===== config.mk =====
export PLATFORM = sky130hd
export DESIGN_NAME = binary_to_bcd_digit_driver_core
export DESIGN_NICKNAME = d
export VERILOG_FILES = /design/src/rtl/core/bbcd_pkg.sv /design/src/rtl/core/bbcd_ctrl.sv /design/src/rtl/core/bbcd_datapath.sv /design/src/rtl/core/binary_to_bcd_digit_driver_core.sv
export SDC_FILE = /design/constraint.sdc
export NUM_CORES = 1
export LEC_CHECK = 0
export ABC_AREA = 1
export BUFFER_PORTS_ARGS = -buffer_cell sky130_fd_sc_hd__buf_2
export CORE_MARGIN = 1
export CORE_UTILIZATION = 45
export CTS_CLUSTER_DIAMETER = 40
export DETAILED_ROUTE_END_ITERATION = 16
export GPL_ROUTABILITY_DRIVEN = 1
export HOLD_SLACK_MARGIN = 0.02
export SETUP_SLACK_MARGIN = 0.3
export SYNTH_ARGS = -nofsm -noshare
export SYNTH_HDL_FRONTEND = slang
export SYNTH_SLANG_ARGS = --single-unit

===== constraint.sdc =====
create_clock -name clk -period 18.9 [get_ports clk]
set_clock_uncertainty 0.15 [all_clocks]
set_input_delay 2.835 -clock clk [delete_from_list [all_inputs] [get_ports clk]]
set_output_delay 2.835 -clock clk [all_outputs]
set_load 0.01 [all_outputs]

===== src/rtl/core/bbcd_pkg.sv =====
// package for the binary to bcd digit driver
// holds widths, constants, controller states and command/status types
// no dependencies
`default_nettype none

package bbcd_pkg;

    localparam int VALUE_W    = 32;
    localparam int DIGIT_W    = 4;
    localparam int COUNT_W    = 4;
    localparam int PROD_W     = 2 * VALUE_W;

    localparam logic [COUNT_W-1:0] MAX_DIGITS        = 4'd10;
    localparam logic [COUNT_W-1:0] DIGIT_COUNT_RESET = 4'd3;

    // floor(x / 10) == (x * RECIP_10) >> RECIP_SHIFT for every 32-bit x
    localparam logic [VALUE_W-1:0] RECIP_10    = 32'hCCCC_CCCD;
    localparam int                 RECIP_SHIFT = 35;
    localparam int                 QUOT_W      = PROD_W - RECIP_SHIFT;

    typedef enum logic [1:0] {
        ST_IDLE,
        ST_MUL,
        ST_EMIT
    } ctrl_state_t;

    typedef struct packed {
        logic load;   // capture a new value
        logic mul;    // register rest times reciprocal
        logic step;   // emit one digit, advance to the quotient
    } dp_cmd_t;

    typedef struct packed {
        logic last_digit;  // digit about to be emitted is the final one
        logic out_free;    // output register can take a digit this cycle
    } dp_status_t;

endpackage

`default_nettype wire


===== src/rtl/core/bbcd_ctrl.sv =====
// controller state machine for the binary to bcd digit driver
// depends on bbcd_pkg
`default_nettype none

module bbcd_ctrl (
    input  wire logic               clk,
    input  wire logic               rst_n,
    input  wire logic               in_valid,
    output logic                    in_ready,
    input  wire bbcd_pkg::dp_status_t status,
    output bbcd_pkg::dp_cmd_t       cmd
);

    bbcd_pkg::ctrl_state_t state_reg;
    bbcd_pkg::ctrl_state_t state_next;

    always_ff @(posedge clk or negedge rst_n)
    begin
        if (!rst_n)
        begin
            state_reg <= bbcd_pkg::ST_IDLE;
        end
        else
        begin
            state_reg <= state_next;
        end
    end

    // next state
    always_comb
    begin
        state_next = state_reg;
        case (state_reg)
            bbcd_pkg::ST_IDLE:
            begin
                if (in_valid)
                begin
                    state_next = bbcd_pkg::ST_MUL;
                end
            end
            bbcd_pkg::ST_MUL:
            begin
                state_next = bbcd_pkg::ST_EMIT;
            end
            bbcd_pkg::ST_EMIT:
            begin
                if (status.out_free)
                begin
                    state_next = status.last_digit ? bbcd_pkg::ST_IDLE : bbcd_pkg::ST_MUL;
                end
            end
            default:
            begin
                state_next = bbcd_pkg::ST_IDLE;
            end
        endcase
    end

    // outputs
    always_comb
    begin
        in_ready = 1'b0;
        cmd      = '0;
        case (state_reg)
            bbcd_pkg::ST_IDLE:
            begin
                in_ready = 1'b1;
                cmd.load = in_valid;
            end
            bbcd_pkg::ST_MUL:
            begin
                cmd.mul = 1'b1;
            end
            bbcd_pkg::ST_EMIT:
            begin
                cmd.step = status.out_free;
            end
            default:
            begin
                in_ready = 1'b0;
            end
        endcase
    end

endmodule

`default_nettype wire


===== src/rtl/core/bbcd_datapath.sv =====
// datapath for the binary to bcd digit driver: digit count register,
// divide-by-ten through a reciprocal multiply, output register
// depends on bbcd_pkg
`default_nettype none

module bbcd_datapath (
    input  wire logic                            clk,
    input  wire logic                            rst_n,
    input  wire bbcd_pkg::dp_cmd_t               cmd,
    output bbcd_pkg::dp_status_t                 status,
    input  wire logic                            cfg_valid,
    input  wire logic [bbcd_pkg::COUNT_W-1:0]    cfg_data,
    input  wire logic [bbcd_pkg::VALUE_W-1:0]    value,
    output logic                                 out_valid,
    input  wire logic                            out_ready,
    output logic [bbcd_pkg::COUNT_W-1:0]         digit_select,
    output logic [bbcd_pkg::DIGIT_W-1:0]         bcd_digit,
    output logic                                 last
);

    logic [bbcd_pkg::COUNT_W-1:0] count_reg;
    logic [bbcd_pkg::COUNT_W-1:0] eff_count;
    logic [bbcd_pkg::COUNT_W-1:0] n_reg;
    logic [bbcd_pkg::COUNT_W-1:0] k_reg;
    logic [bbcd_pkg::VALUE_W-1:0] rest_reg;
    logic [bbcd_pkg::PROD_W-1:0]  prod_reg;
    logic [bbcd_pkg::PROD_W-1:0]  prod_next;
    logic [bbcd_pkg::VALUE_W-1:0] quot;
    logic [bbcd_pkg::VALUE_W-1:0] quot_x10;
    logic [bbcd_pkg::VALUE_W-1:0] remainder;
    logic                         out_valid_reg;
    logic [bbcd_pkg::COUNT_W-1:0] sel_reg;
    logic [bbcd_pkg::DIGIT_W-1:0] bcd_reg;
    logic                         last_reg;

    // digit count register, zero counts as one, saturates at the maximum
    always_ff @(posedge clk or negedge rst_n)
    begin
        if (!rst_n)
        begin
            count_reg <= bbcd_pkg::DIGIT_COUNT_RESET;
        end
        else if (cfg_valid)
        begin
            count_reg <= cfg_data;
        end
    end

    always_comb
    begin
        eff_count = count_reg;
        if (count_reg == '0)
        begin
            eff_count = bbcd_pkg::COUNT_W'(1);
        end
        else if (count_reg > bbcd_pkg::MAX_DIGITS)
        begin
            eff_count = bbcd_pkg::MAX_DIGITS;
        end
    end

    assign prod_next = bbcd_pkg::PROD_W'(rest_reg) * bbcd_pkg::PROD_W'(bbcd_pkg::RECIP_10);
    assign quot      = bbcd_pkg::VALUE_W'(prod_reg[bbcd_pkg::PROD_W-1:bbcd_pkg::RECIP_SHIFT]);
    assign quot_x10  = {quot[bbcd_pkg::VALUE_W-4:0], 3'b000} + {quot[bbcd_pkg::VALUE_W-2:0], 1'b0};
    assign remainder = rest_reg - quot_x10;

    always_ff @(posedge clk)
    begin
        if (cmd.load)
        begin
            rest_reg <= value;
            n_reg    <= eff_count;
            k_reg    <= '0;
        end
        else if (cmd.step)
        begin
            rest_reg <= quot;
            k_reg    <= k_reg + bbcd_pkg::COUNT_W'(1);
        end
        if (cmd.mul)
        begin
            prod_reg <= prod_next;
        end
    end

    assign status.last_digit = (k_reg + bbcd_pkg::COUNT_W'(1)) == n_reg;
    assign status.out_free   = !out_valid_reg || out_ready;

    // output register
    always_ff @(posedge clk or negedge rst_n)
    begin
        if (!rst_n)
        begin
            out_valid_reg <= 1'b0;
        end
        else if (cmd.step)
        begin
            out_valid_reg <= 1'b1;
        end
        else if (out_ready)
        begin
            out_valid_reg <= 1'b0;
        end
    end

    always_ff @(posedge clk)
    begin
        if (cmd.step)
        begin
            sel_reg  <= k_reg;
            bcd_reg  <= remainder[bbcd_pkg::DIGIT_W-1:0];
            last_reg <= status.last_digit;
        end
    end

    assign out_valid    = out_valid_reg;
    assign digit_select = sel_reg;
    assign bcd_digit    = bcd_reg;
    assign last         = last_reg;

endmodule

`default_nettype wire


===== src/rtl/core/binary_to_bcd_digit_driver_core.sv =====
// top level of the binary to bcd digit driver
// instantiates bbcd_ctrl and bbcd_datapath, uses bbcd_pkg
`default_nettype none

// usage
//   input channel (in_valid/in_ready, value): one 32-bit unsigned request
//   per value to display. output channel (out_valid/out_ready): one result
//   per decimal digit, least significant first, with digit_select giving
//   the latch index, bcd_digit the code for the data lines and last set on
//   the final digit of the value.
//   configuration channel (cfg_valid/cfg_ready, cfg_data): digit count,
//   always ready; zero acts as one, values above ten act as ten. write it
//   only while no value is in flight. reset value is three.
// sequence
//   each digit is formed by ST_MUL then ST_EMIT: ST_MUL registers rest *
//   reciprocal of ten from the 32x32 multiplier, ST_EMIT forms quotient and
//   remainder and loads the output register. after the last digit the
//   controller returns to idle and the next request can be taken.
// stall
//   the output register holds a digit until taken; while it is full and
//   out_ready is low the controller waits to emit the next digit. a new
//   request can be taken while the last digit waits in the output register.
// reset
//   asynchronous, active low: controller idle, output empty, count = 3.

module binary_to_bcd_digit_driver_core (
    input  wire logic                         clk,
    input  wire logic                         rst_n,
    input  wire logic                         in_valid,
    output logic                              in_ready,
    input  wire logic [bbcd_pkg::VALUE_W-1:0] value,
    output logic                              out_valid,
    input  wire logic                         out_ready,
    output logic [bbcd_pkg::COUNT_W-1:0]      digit_select,
    output logic [bbcd_pkg::DIGIT_W-1:0]      bcd_digit,
    output logic                              last,
    input  wire logic                         cfg_valid,
    output logic                              cfg_ready,
    input  wire logic [bbcd_pkg::COUNT_W-1:0] cfg_data
);

    bbcd_pkg::dp_cmd_t    cmd;
    bbcd_pkg::dp_status_t status;

    assign cfg_ready = 1'b1;

    bbcd_ctrl u_ctrl (
        .clk      (clk),
        .rst_n    (rst_n),
        .in_valid (in_valid),
        .in_ready (in_ready),
        .status   (status),
        .cmd      (cmd)
    );

    bbcd_datapath u_datapath (
        .clk          (clk),
        .rst_n        (rst_n),
        .cmd          (cmd),
        .status       (status),
        .cfg_valid    (cfg_valid),
        .cfg_data     (cfg_data),
        .value        (value),
        .out_valid    (out_valid),
        .out_ready    (out_ready),
        .digit_select (digit_select),
        .bcd_digit    (bcd_digit),
        .last         (last)
    );

    // a taken request always starts at least one digit of work
    assert property (@(posedge clk) disable iff (!rst_n)
        (in_valid && in_ready) |=> !in_ready)
        else $error("request accepted but controller did not leave idle");

    // the latch index never reaches the maximum digit count
    assert property (@(posedge clk) disable iff (!rst_n)
        out_valid |-> (digit_select < bbcd_pkg::MAX_DIGITS))
        else $error("digit index out of range");

    // a non-final digit leaves the controller busy with the same value
    assert property (@(posedge clk) disable iff (!rst_n)
        (out_valid && !last) |-> !in_ready)
        else $error("controller idle while digits of a value remain");

    // a bcd code is always a decimal digit
    assert property (@(posedge clk) disable iff (!rst_n)
        out_valid |-> (bcd_digit <= 4'd9))
        else $error("bcd code above nine");

endmodule

`default_nettype wire

# After elaboration in Yosys (flattened, before gate mapping)
# Cells that the tools add are included.
dict set report word_totals {
  register_bits 120
  elab_cells 42
}
dict set report op_classes {
  n_lt_le_gt_ge 1
  muxes 13
  n_reduce_logical 8
  eq_ne 5
  n_mul 1
  addsub 3
}
# op n
set ops {}
lappend ops {{$mul A32 B32 Y64 const B} 1}
lappend ops {{$mux W32} 2}
lappend ops {{$mux W1} 7}
lappend ops {{$pmux W2 S3} 1}
lappend ops {{$add A4 B1 Y4 const B} 1}
lappend ops {{$add A4 B4 Y4} 1}
lappend ops {{$eq A4 B4 Y1} 1}
lappend ops {{$gt A4 B4 Y1 const B} 1}
lappend ops {{$logic_not A4 Y1} 1}
lappend ops {{$mux W2} 2}
lappend ops {{$mux W4} 1}
lappend ops {{$reduce_bool A2 Y1} 2}
lappend ops {{$sub A4 B4 Y4} 1}
lappend ops {{$eq A2 B1 Y1 const B} 1}
lappend ops {{$eq A2 B2 Y1 const B} 1}
lappend ops {{$logic_not A2 Y1} 1}
lappend ops {{$ne A2 B1 Y1 const B} 1}
lappend ops {{$ne A2 B2 Y1 const B} 1}
lappend ops {{$reduce_and A2 Y1} 1}
lappend ops {{$reduce_or A2 Y1} 1}
lappend ops {{$logic_not A1 Y1} 1}
lappend ops {{$logic_or A1 B1 Y1} 1}

# Logic depth before layout (Yosys ltp)
# Gate-level depths: netlist of the first run.
dict set report depth {
  depth_word 5
  depth_mapped 29
  depth_no_buf 28
}

# Modules after synthesis
# A second synthesis of the first run with hierarchy kept.
dict set report hier_totals {
  hier_cells 2581
  hier_area_um2 22167.5
}
# mod cells_each n_inst area_each_um2 seq_area_each_um2
set modules_own_cells {}
lappend modules_own_cells {bbcd_datapath 2561 1 22033.6 2429.8}
lappend modules_own_cells {bbcd_ctrl 18 1 122.6 50.0}
lappend modules_own_cells {binary_to_bcd_digit_driver_core 2 1 11.3 0.0}

# Worst setup path after synthesis of the first run
# No wires, ideal clock.
dict set report synth_path {
  path_kind {register to register}
  from {reg u_datapath.rest_reg[20] (netlist name)}
  to {reg u_datapath.prod_reg[52] (netlist name), data pin}
  slack_ns 12.746
  path_stages_with_launch 26
  required_ns 18.498
  n_path_buf 0
  t_arrival_ns 5.752
  cell_sequence {edfxtp_1 > ha_1 > inv_1 > fa_1 > inv_1 > fa_1 > inv_1 > fa_1 > inv_1 > fa_1 > fa_1 > fa_1 > inv_1 > fa_1 > inv_1 > ha_1 > nand2_2 > inv_1 > a21oi_1 > nand2_1 > a21oi_1 > nor2_1 > nor2_1 > nand2_1 > nand2_1 > nand2_1}
}
dict set report synth_between {
  elab_chain_len 1
}
# item line_no
set synth_rtl {}
lappend synth_rtl {{start: declaration} bbcd_datapath.sv:25} ;# logic [bbcd_pkg::VALUE_W-1:0] rest_reg;
lappend synth_rtl {{start signal: assignment} bbcd_datapath.sv:71} ;# rest_reg <= value;
lappend synth_rtl {{start signal: assignment} bbcd_datapath.sv:77} ;# rest_reg <= quot;
lappend synth_rtl {{$mul A32 B32 Y64} bbcd_datapath.sv:62} ;# assign prod_next = bbcd_pkg::PROD_W'(rest_reg) * bbcd_pkg::PROD_W'(bbcd_pkg::RECIP_10);
lappend synth_rtl {{net u_datapath.prod_next (one bit)} bbcd_datapath.sv:27} ;# logic [bbcd_pkg::PROD_W-1:0] prod_next;
lappend synth_rtl {{end signal: assignment} bbcd_datapath.sv:82} ;# prod_reg <= prod_next;
lappend synth_rtl {{end: declaration} bbcd_datapath.sv:26} ;# logic [bbcd_pkg::PROD_W-1:0] prod_reg;
# The timed path passes the listed nets, and every way through them passes these cells.
# A chain may end at the register's enable or synchronous reset.

# Worst setup path in the final report of the first run
dict set report layout_path {
  from {reg u_datapath.rest_reg[3] (netlist name)}
  to {reg u_datapath.prod_reg[39] (netlist name), data pin}
}
# The elaborated chain is that of the path after synthesis.

==> results of run 1 <==
-- synth_stat cells (all sizes together), types with 2 or more instances --
cell	count
nand4	14
nand3	55
clkbuf	9
dfxtp	4
ha	352
o21bai	20
and2	2
a21oi	80
nand2	510
dfstp	2
nor3	16
xnor2	14
edfxtp	74
o21ai	48
nor2	135
nor4	2
or2	5
a21boi	3
a21o	7
xor2	43
dfrtp	5
o22ai	3
buf	3
fa	386
inv	748
-- cells by family (layout without fill, tap and decap cells) --
logic type / after synthesis / in the layout / share of synthesized area
buffers and inverters: 761 / 820 / 0.130
and+or+nand+nor: 741 / 741 / 0.139
adders and majority gates: 738 / 738 / 0.553
AOI/OAI and AO/OA: 164 / 164 / 0.0414
DFF: 85 / 85 / 0.113
xor gates and xnor gates: 57 / 57 / 0.0228
other: 1 / 1 / 0.000171
-- layout by cell type, fill, tap and decap left out, drive strengths merged, types with 48 or more instances in the layout --
master  instances
o21ai          48
nand2         510
ha            352
a21oi          80
inv           752
edfxtp         74
fa            386
nor2          135
nand3          55
buf            55
-- worst max-delay path by stage --
stage	end
after global placement	u_datapath.prod_reg[39]
after CTS	u_datapath.prod_reg[39]
after floorplan	u_datapath.prod_reg[52]
after global routing	u_datapath.prod_reg[39]
final	u_datapath.prod_reg[39]
after detailed placement	u_datapath.prod_reg[39]
-- per-layer routing --
layer  part of all wire  vias to the layer above
met4              0.037                        4
met2               0.47                      539
met5            0.00042                        -
met3              0.055                      115
li1                   -                     7723
met1               0.44                     8309
-- cell type report --
class,count,area (um^2)
Fill cell,4697,24700
Clock inverter,7,75.1
Sequential cell,85,2480
Multi-Input combinational cell,1701,16600
Tap cell,615,769
Clock buffer,9,225
Inverter,749,2810
Timing Repair Buffer,55,285
-- worst register-to-register path, delay by kind of cell, from the launching register on --
kind	cells	cell delay [ns]
XOR/XNOR	3	1.23
adder cells (fa/ha/maj)	8	3.93
buffers and inverters	4	0.28
flip-flops	1	0.64
AND/OR/NAND/NOR	6	0.95
-- per-stage QoR --
stage | util | area [um^2] | worst slack, ns
6_report | 0.485 | 23200 | 11.51
3_3_place_gp | 0.479 | 22900 | 11.56
5_1_grt | 0.485 | 23200 | 11.20
2_1_floorplan | - | 21900 | 12.75
3_5_place_dp | 0.479 | 22900 | 11.64
4_1_cts | 0.485 | 23200 | 11.59
==> results.txt, run 1 <==
- The worst hold path passes through 0 cells.
- Number of buffer and inverter instances along the worst setup path: 4
- The detailed router finished its first iteration with 1213 violations.
- Inserted Diodes: 0
* Setup Crit Path Kind: reg2reg
- Drt via density: 5.18
- Post-detailed-placement half-perimeter wirelength: around 65000 um
- Ports placed on the boundary: 53
* Worst Hold Margin: 0.337 ns
- The final layout contains 3380 nets.
* Total Routing Usage GR: 0.304
- Critical Path Sink Type: register
- For flop-to-flop paths, the worst setup slack is 11.51 ns.
- Reg2reg end: u_datapath.prod_reg[39]
- For this run, asynchronously set or reset flops after synthesis account for 0.0824.
- Largest incremental delay on the critical path: 0.64 ns
- The later pin in the worst-skew pair is clocked with a latency of 0.37 ns.
* Buffer depth of the longest clock path: 2
- In the global route stage, met2 resource usage came out at 0.504.
- Max reg flops: 32
- For the final routed database, the setup TNS stands at 0 ns.
- Mapped Nets: 3326
* Number of standard cells in the final layout excluding fillers: 3221
* Setup repair after global routing missed its margin: no
- Remaining global-route overflow: 0
- Walking the worst path, the cells encountered are ha_1, xor2_1, xor2_1, fa_1, fa_1, fa_1, fa_1, fa_1, inv_1, fa_1, inv_1, ha_1, nand2_1, inv_1, nand2_1, nor3_1, nand2_1, inv_1, nand2_1, nand2_1, xor2_1.
* Kind of start point of the critical path: register
- Worst R2R Start: u_datapath.rest_reg[3]
- Min-delay src: u_datapath.count_reg[3]
* Cell area after synthesis: around 0.022 mm^2
* Proportion of netlist area held by the largest area contributor: 0.352
- The first detailed-routing pass took 7 iterations.
- TritonCTS clock tree: done
- The H-tree generated during clock tree synthesis spans 3 levels.
- Final number of max-transition violations: 0
- On the critical path the largest part of the delay comes from adder cells.
- The core region is roughly 0.048 mm^2.
* Min Tclk post-route: 7.39 ns
- Prevailing post-synth register cell: sky130_fd_sc_hd__edfxtp_1
- In this run the horizontal extent of the chip is between 200 and 250 um.
- Endpoint arrival time on the critical path: 7.38 ns
* Register bit count reported by yosys: 85
- For this configuration, the core starts out at a cell density of 0.458.
- Buffers added to address setup during post-CTS repair amount to 0.
- Number of resized instances in the post-cts repair step: 0
* Critical Path Start: u_datapath.rest_reg[3]
- Number of logic stages on the critical path including buffering: 21
* Clock slew at reported path FFs: 0.08 ns
* Post-synthesis to final-layout area growth: 5.95%
* Timing-limited maximum frequency: between 100 and 150 MHz
- The routed layout has around 17000 vias.
- Critical Path Slowest Stage Cell: sky130_fd_sc_hd__edfxtp_1
* Root buffer selected by CTS: sky130_fd_sc_hd__clkbuf_16
- Syn. warnings: 0
- For met3 alone, demand over resource in global routing was 0.0319.
- Count of max-cap constraint violations: 0
- The count of buffers added on input and output ports is 51.
- Routed len/inst: 22.3 um
- After floorplanning, the core was divided into 80 placement rows.
- First-pass GRT wire length: 110000 um
* Cell variety after synth: 39
* Final-report setup violation count: 0
- Summed over all layers, the routed wires come to 71700 um.
- Entering global routing, the biggest net connects 38 pins.
- Worst hold path endpoint: u_datapath.n_reg[3]
* DRC errors left: 0
- GP Congestion: 1.02
- In this run, CTS created clock tree buffers numbering 9.
- In the synthesized netlist, the number of instances is 2547.
- Of the available clock period, the critical path in the final layout requires 0.391.
* Fraction of layout instances using a drive strength above 1: 0.0453
- Largest area contributor in the synthesized netlist: sky130_fd_sc_hd__fa_1
- In this design, the critical path's most frequently occurring cell is sky130_fd_sc_hd__fa_1.
* Synthesized area per cell: approximately 8.6 um^2
* Share of the yosys chip area belonging to registers: 0.113
* Slew HR: 0.527
- The number of global-route vias before repair is 18000.
- Routing usage on met1: 0.416
- Number of antenna violations at the first check in global routing: 2
* Hold WC Path Type: reg2reg
* Die span in y: 223 um
* Worst Tran Pin Value: 0.709 ns
* Required time at the worst-slack endpoint: 18.89 ns
- The floorplan step defined a die boundary enclosing 0.0496 mm^2.
- Post-synth EDFFs: 74
- CTS hold repair buffers: 0
- Remaining antenna violation count: 0
- Highest fanout seen on the critical path: 8
- After global routing, the most crowded layer is met2.
* TritonCTS Sinks: between 80 and 90
* Cell types occupying the most area after synthesis: sky130_fd_sc_hd__fa_1, sky130_fd_sc_hd__ha_1, sky130_fd_sc_hd__inv_1
* Number of placed instances, taps included: 3205
* Worst Reg-to-Reg Cells: 21
* Hold violation total from the final report: 0
- The flow ran to the end, and the final reports show no timing, DRC or antenna violations.
Power of run 1 is not shown: default switching activity piles up to over one toggle a cycle in this logic, so the estimate is an artifact.
==> run 2, diff against run 1 <==
==> constraint.sdc (replaced) <==
create_clock -name clk -period 6.8 [get_ports clk]
set_clock_uncertainty 0.15 [all_clocks]
set_input_delay 1.02 -clock clk [delete_from_list [all_inputs] [get_ports clk]]
set_output_delay 1.02 -clock clk [all_outputs]
set_load 0.01 [all_outputs]
==> run 2 against run 1 <==
  * Worst setup slack lost 11 ns
  * Global-route usage is 2.2 points higher
  * Critical endpoint is now u_datapath.prod_reg[51]
  * Non-clock buffer count is 246 higher
  * Die area unchanged
  * Worst hold slack got worse by 0.035 ns
  * Maximum frequency rose by 13%
  * Sequential share of layout area is 1.4 points lower
  * Utilization rose by 7.3 points
  * Count of clock-buffer cells in the layout unchanged
  * Final cell count grew 7.6%
==> results.txt, run 2 (synthesis results as in run 1) <==
* Via count of the first global-routing pass: 19000 (was 18000)
* Count of max-cap constraint violations: 0 (unchanged)
- Kind of start point of the critical path: register (unchanged)
- The period utilization was 0.961 (was 0.391).
- Number of design-rule violations left by the first detailed-router iteration: 1304 (was 1213)
* # H-tree levels: 3 (unchanged)
- The clock period minus final worst setup slack was 6.54 ns (was 7.39 ns).
- The root buffer cell is sky130_fd_sc_hd__clkbuf_16 (unchanged).
- Remaining antenna violation count: 0 (unchanged)
- The die height came to 223 um (unchanged).
* Number of antenna violations at the first check in global routing: 0 (was 2)
- Worst R2R Start: u_datapath.rest_reg[13] (was u_datapath.rest_reg[3])
- Final-report setup violation count: 0 (unchanged)
- The kind of path behind the tightest hold check is in2async (was reg2reg).
* TritonCTS Sinks: 85 (unchanged)
- The final HPWL from detailed placement is 68800 um (was 64700 um).
- The routed wire length came to 78000 um (was 71700 um).
* Clock buffer count from CTS: 9 (unchanged)
* Fraction of layout instances using a drive strength above 1: 0.224 (was 0.0453)
- Largest incremental delay on the critical path: 0.57 ns (was 0.64 ns)
- The number of buffers on the longest clock path was 2 (unchanged).
* Number of detailed-routing iterations run before antenna repair: 6 (was 7)
* Family of cells with the greatest summed delay on the critical path: adder cells (unchanged)
* Slew HR: 0.218 (was 0.527)
* Setup repair after global routing missed its margin: yes (was no)
* DRC errors left: 0 (unchanged)
* Net count of the finished layout: 3626 (was 3380)
* Routed len/inst: 22.5 um (was 22.3 um)
- The clock-pin slew of the registers on the worst-case setup and hold paths was 0.09 ns (was 0.08 ns).
- Leading cell types in the layout, fill and taps excluded: sky130_fd_sc_hd__inv_1, sky130_fd_sc_hd__nand2_1, sky130_fd_sc_hd__fa_1, sky130_fd_sc_hd__ha_1, sky130_fd_sc_hd__buf_4 (was sky130_fd_sc_hd__inv_1, sky130_fd_sc_hd__nand2_1, sky130_fd_sc_hd__fa_1, sky130_fd_sc_hd__ha_1, sky130_fd_sc_hd__nor2_1)
- The number of standard-cell rows in the floorplan came to 80 (unchanged).
- Setup Crit Path Kind: reg2reg (unchanged)
- The most common library cell in the layout ignoring fill and taps is sky130_fd_sc_hd__inv_1 (unchanged).
* Most frequent CP cell: sky130_fd_sc_hd__fa_1 (unchanged)
- The number of flip-flops under the largest register name was 32 (unchanged).
* Highest fanout seen on the critical path: 5 (was 8)
* Final Core Density: 0.558 (was 0.485)
* Pin count of the biggest net entering global routing: 30 (was 38)
- Final number of max-transition violations: 0 (unchanged)
* Worst Tran Pin Value: 1.17 ns (was 0.709 ns)
- The full die area was 0.0496 mm^2 (unchanged).
- Initial core utilization: 0.458 (unchanged)
- The worst path buffer plus inverter count is 9 (was 4).
- The number of I/O port buffers was 51 (unchanged).
* Total vias in the final route: 17700 (was 16700)
- The horizontal die dimension is 223 um (unchanged).
- Inserted Diodes: 0 (unchanged)
- The number of hold violations in the final report came to 0 (unchanged).
- Critical Path Sink Type: register (unchanged)
- The number of placed I/O pins was 53 (unchanged).
- The clock latency reported for the late side of the worst-skew pair is 0.39 ns (was 0.37 ns).
- The total routing resource utilization after global routing was 0.326 (was 0.304).
- The standard cell with the maximum stage delay on the critical path is sky130_fd_sc_hd__fa_2 (was sky130_fd_sc_hd__edfxtp_1).
* Status: finished clean (unchanged)
- Post-synthesis to final-layout area growth: 22.0% (was 5.95%)
- The critical path arrival is 6.52 ns (was 7.38 ns).
- GP Congestion: 1.02 (about the same)
- The total grt overflow is 0 (unchanged).
- The placeable core region is 0.0479 mm^2 (unchanged).
* Timing-limited maximum frequency: 153 MHz (was 135 MHz)
* Required time at the worst-slack endpoint: 6.79 ns (was 18.89 ns)
- The global-route wire length before repair came to 117000 um (was 110000 um).
- The start point of the critical path is u_datapath.rest_reg[13] (was u_datapath.rest_reg[3]).
* TritonCTS clock tree: done (unchanged)
- The per-cell via count in the routed design came to 5.12 (was 5.18).
* Worst Hold Margin: 0.303 ns (was 0.337 ns)
==> run 2: metrics by stage <==
stage	setup slack (ns)	TNS [ns]	instances	instance area, um^2
global route	0.116	0	3467	26800
global placement	-0.389	-3.38	3371	24200
CTS	0.291	0	3435	25300
floorplan	0.646	0	2547	21900
detailed placement	-0.304	-2.12	3371	24200
finish	0.264	0	3467	26800
==> run 2: per-layer routing <==
layer | vias up | wire [um] | track usage
li1 | 8210 | - | -
met1 | 8824 | 33300 | 0.441
met4 | 0 | 3110 | 0.123
met2 | 573 | 36700 | 0.532
met3 | 138 | 4850 | 0.0448
met5 | - | 0 | 0
==> run 2: path summary, 6_finish.rpt <==
check	end	slack (ns)	cells after the start
min in group clk	u_datapath.digit_select[3]	0.35	0
worst min register to register	u_datapath.digit_select[3]	0.35	0
worst max-delay path	u_datapath.prod_reg[51]	0.26	26
worst min-delay path	u_ctrl.state_reg[0]	0.30	1
worst max register to register	u_datapath.prod_reg[51]	0.26	26
max in group asynchronous	u_datapath.count_reg[0]	5.97	1
==> run 2: area by class of cell <==
| cell class | count | area (um^2) |
|---|---|---|
| well taps | 615 | 769 |
| clock inverters | 7 | 75.1 |
| repair buffers | 301 | 2190 |
| inverters | 749 | 2840 |
| multi-input cells | 1701 | 18200 |
| clock buffers | 9 | 225 |
| fillers | 4367 | 21200 |
| flip-flops and latches | 85 | 2480 |
==> run 2: repair_timing <==
action	CTS	global route
setup buffers	48	32
endpoints found under the setup margin	29	29
gates resized for setup	84	308
hold buffers	0	0
pin swaps	16	70
gates cloned	0	0
Power of run 2 is left out for the same reason.
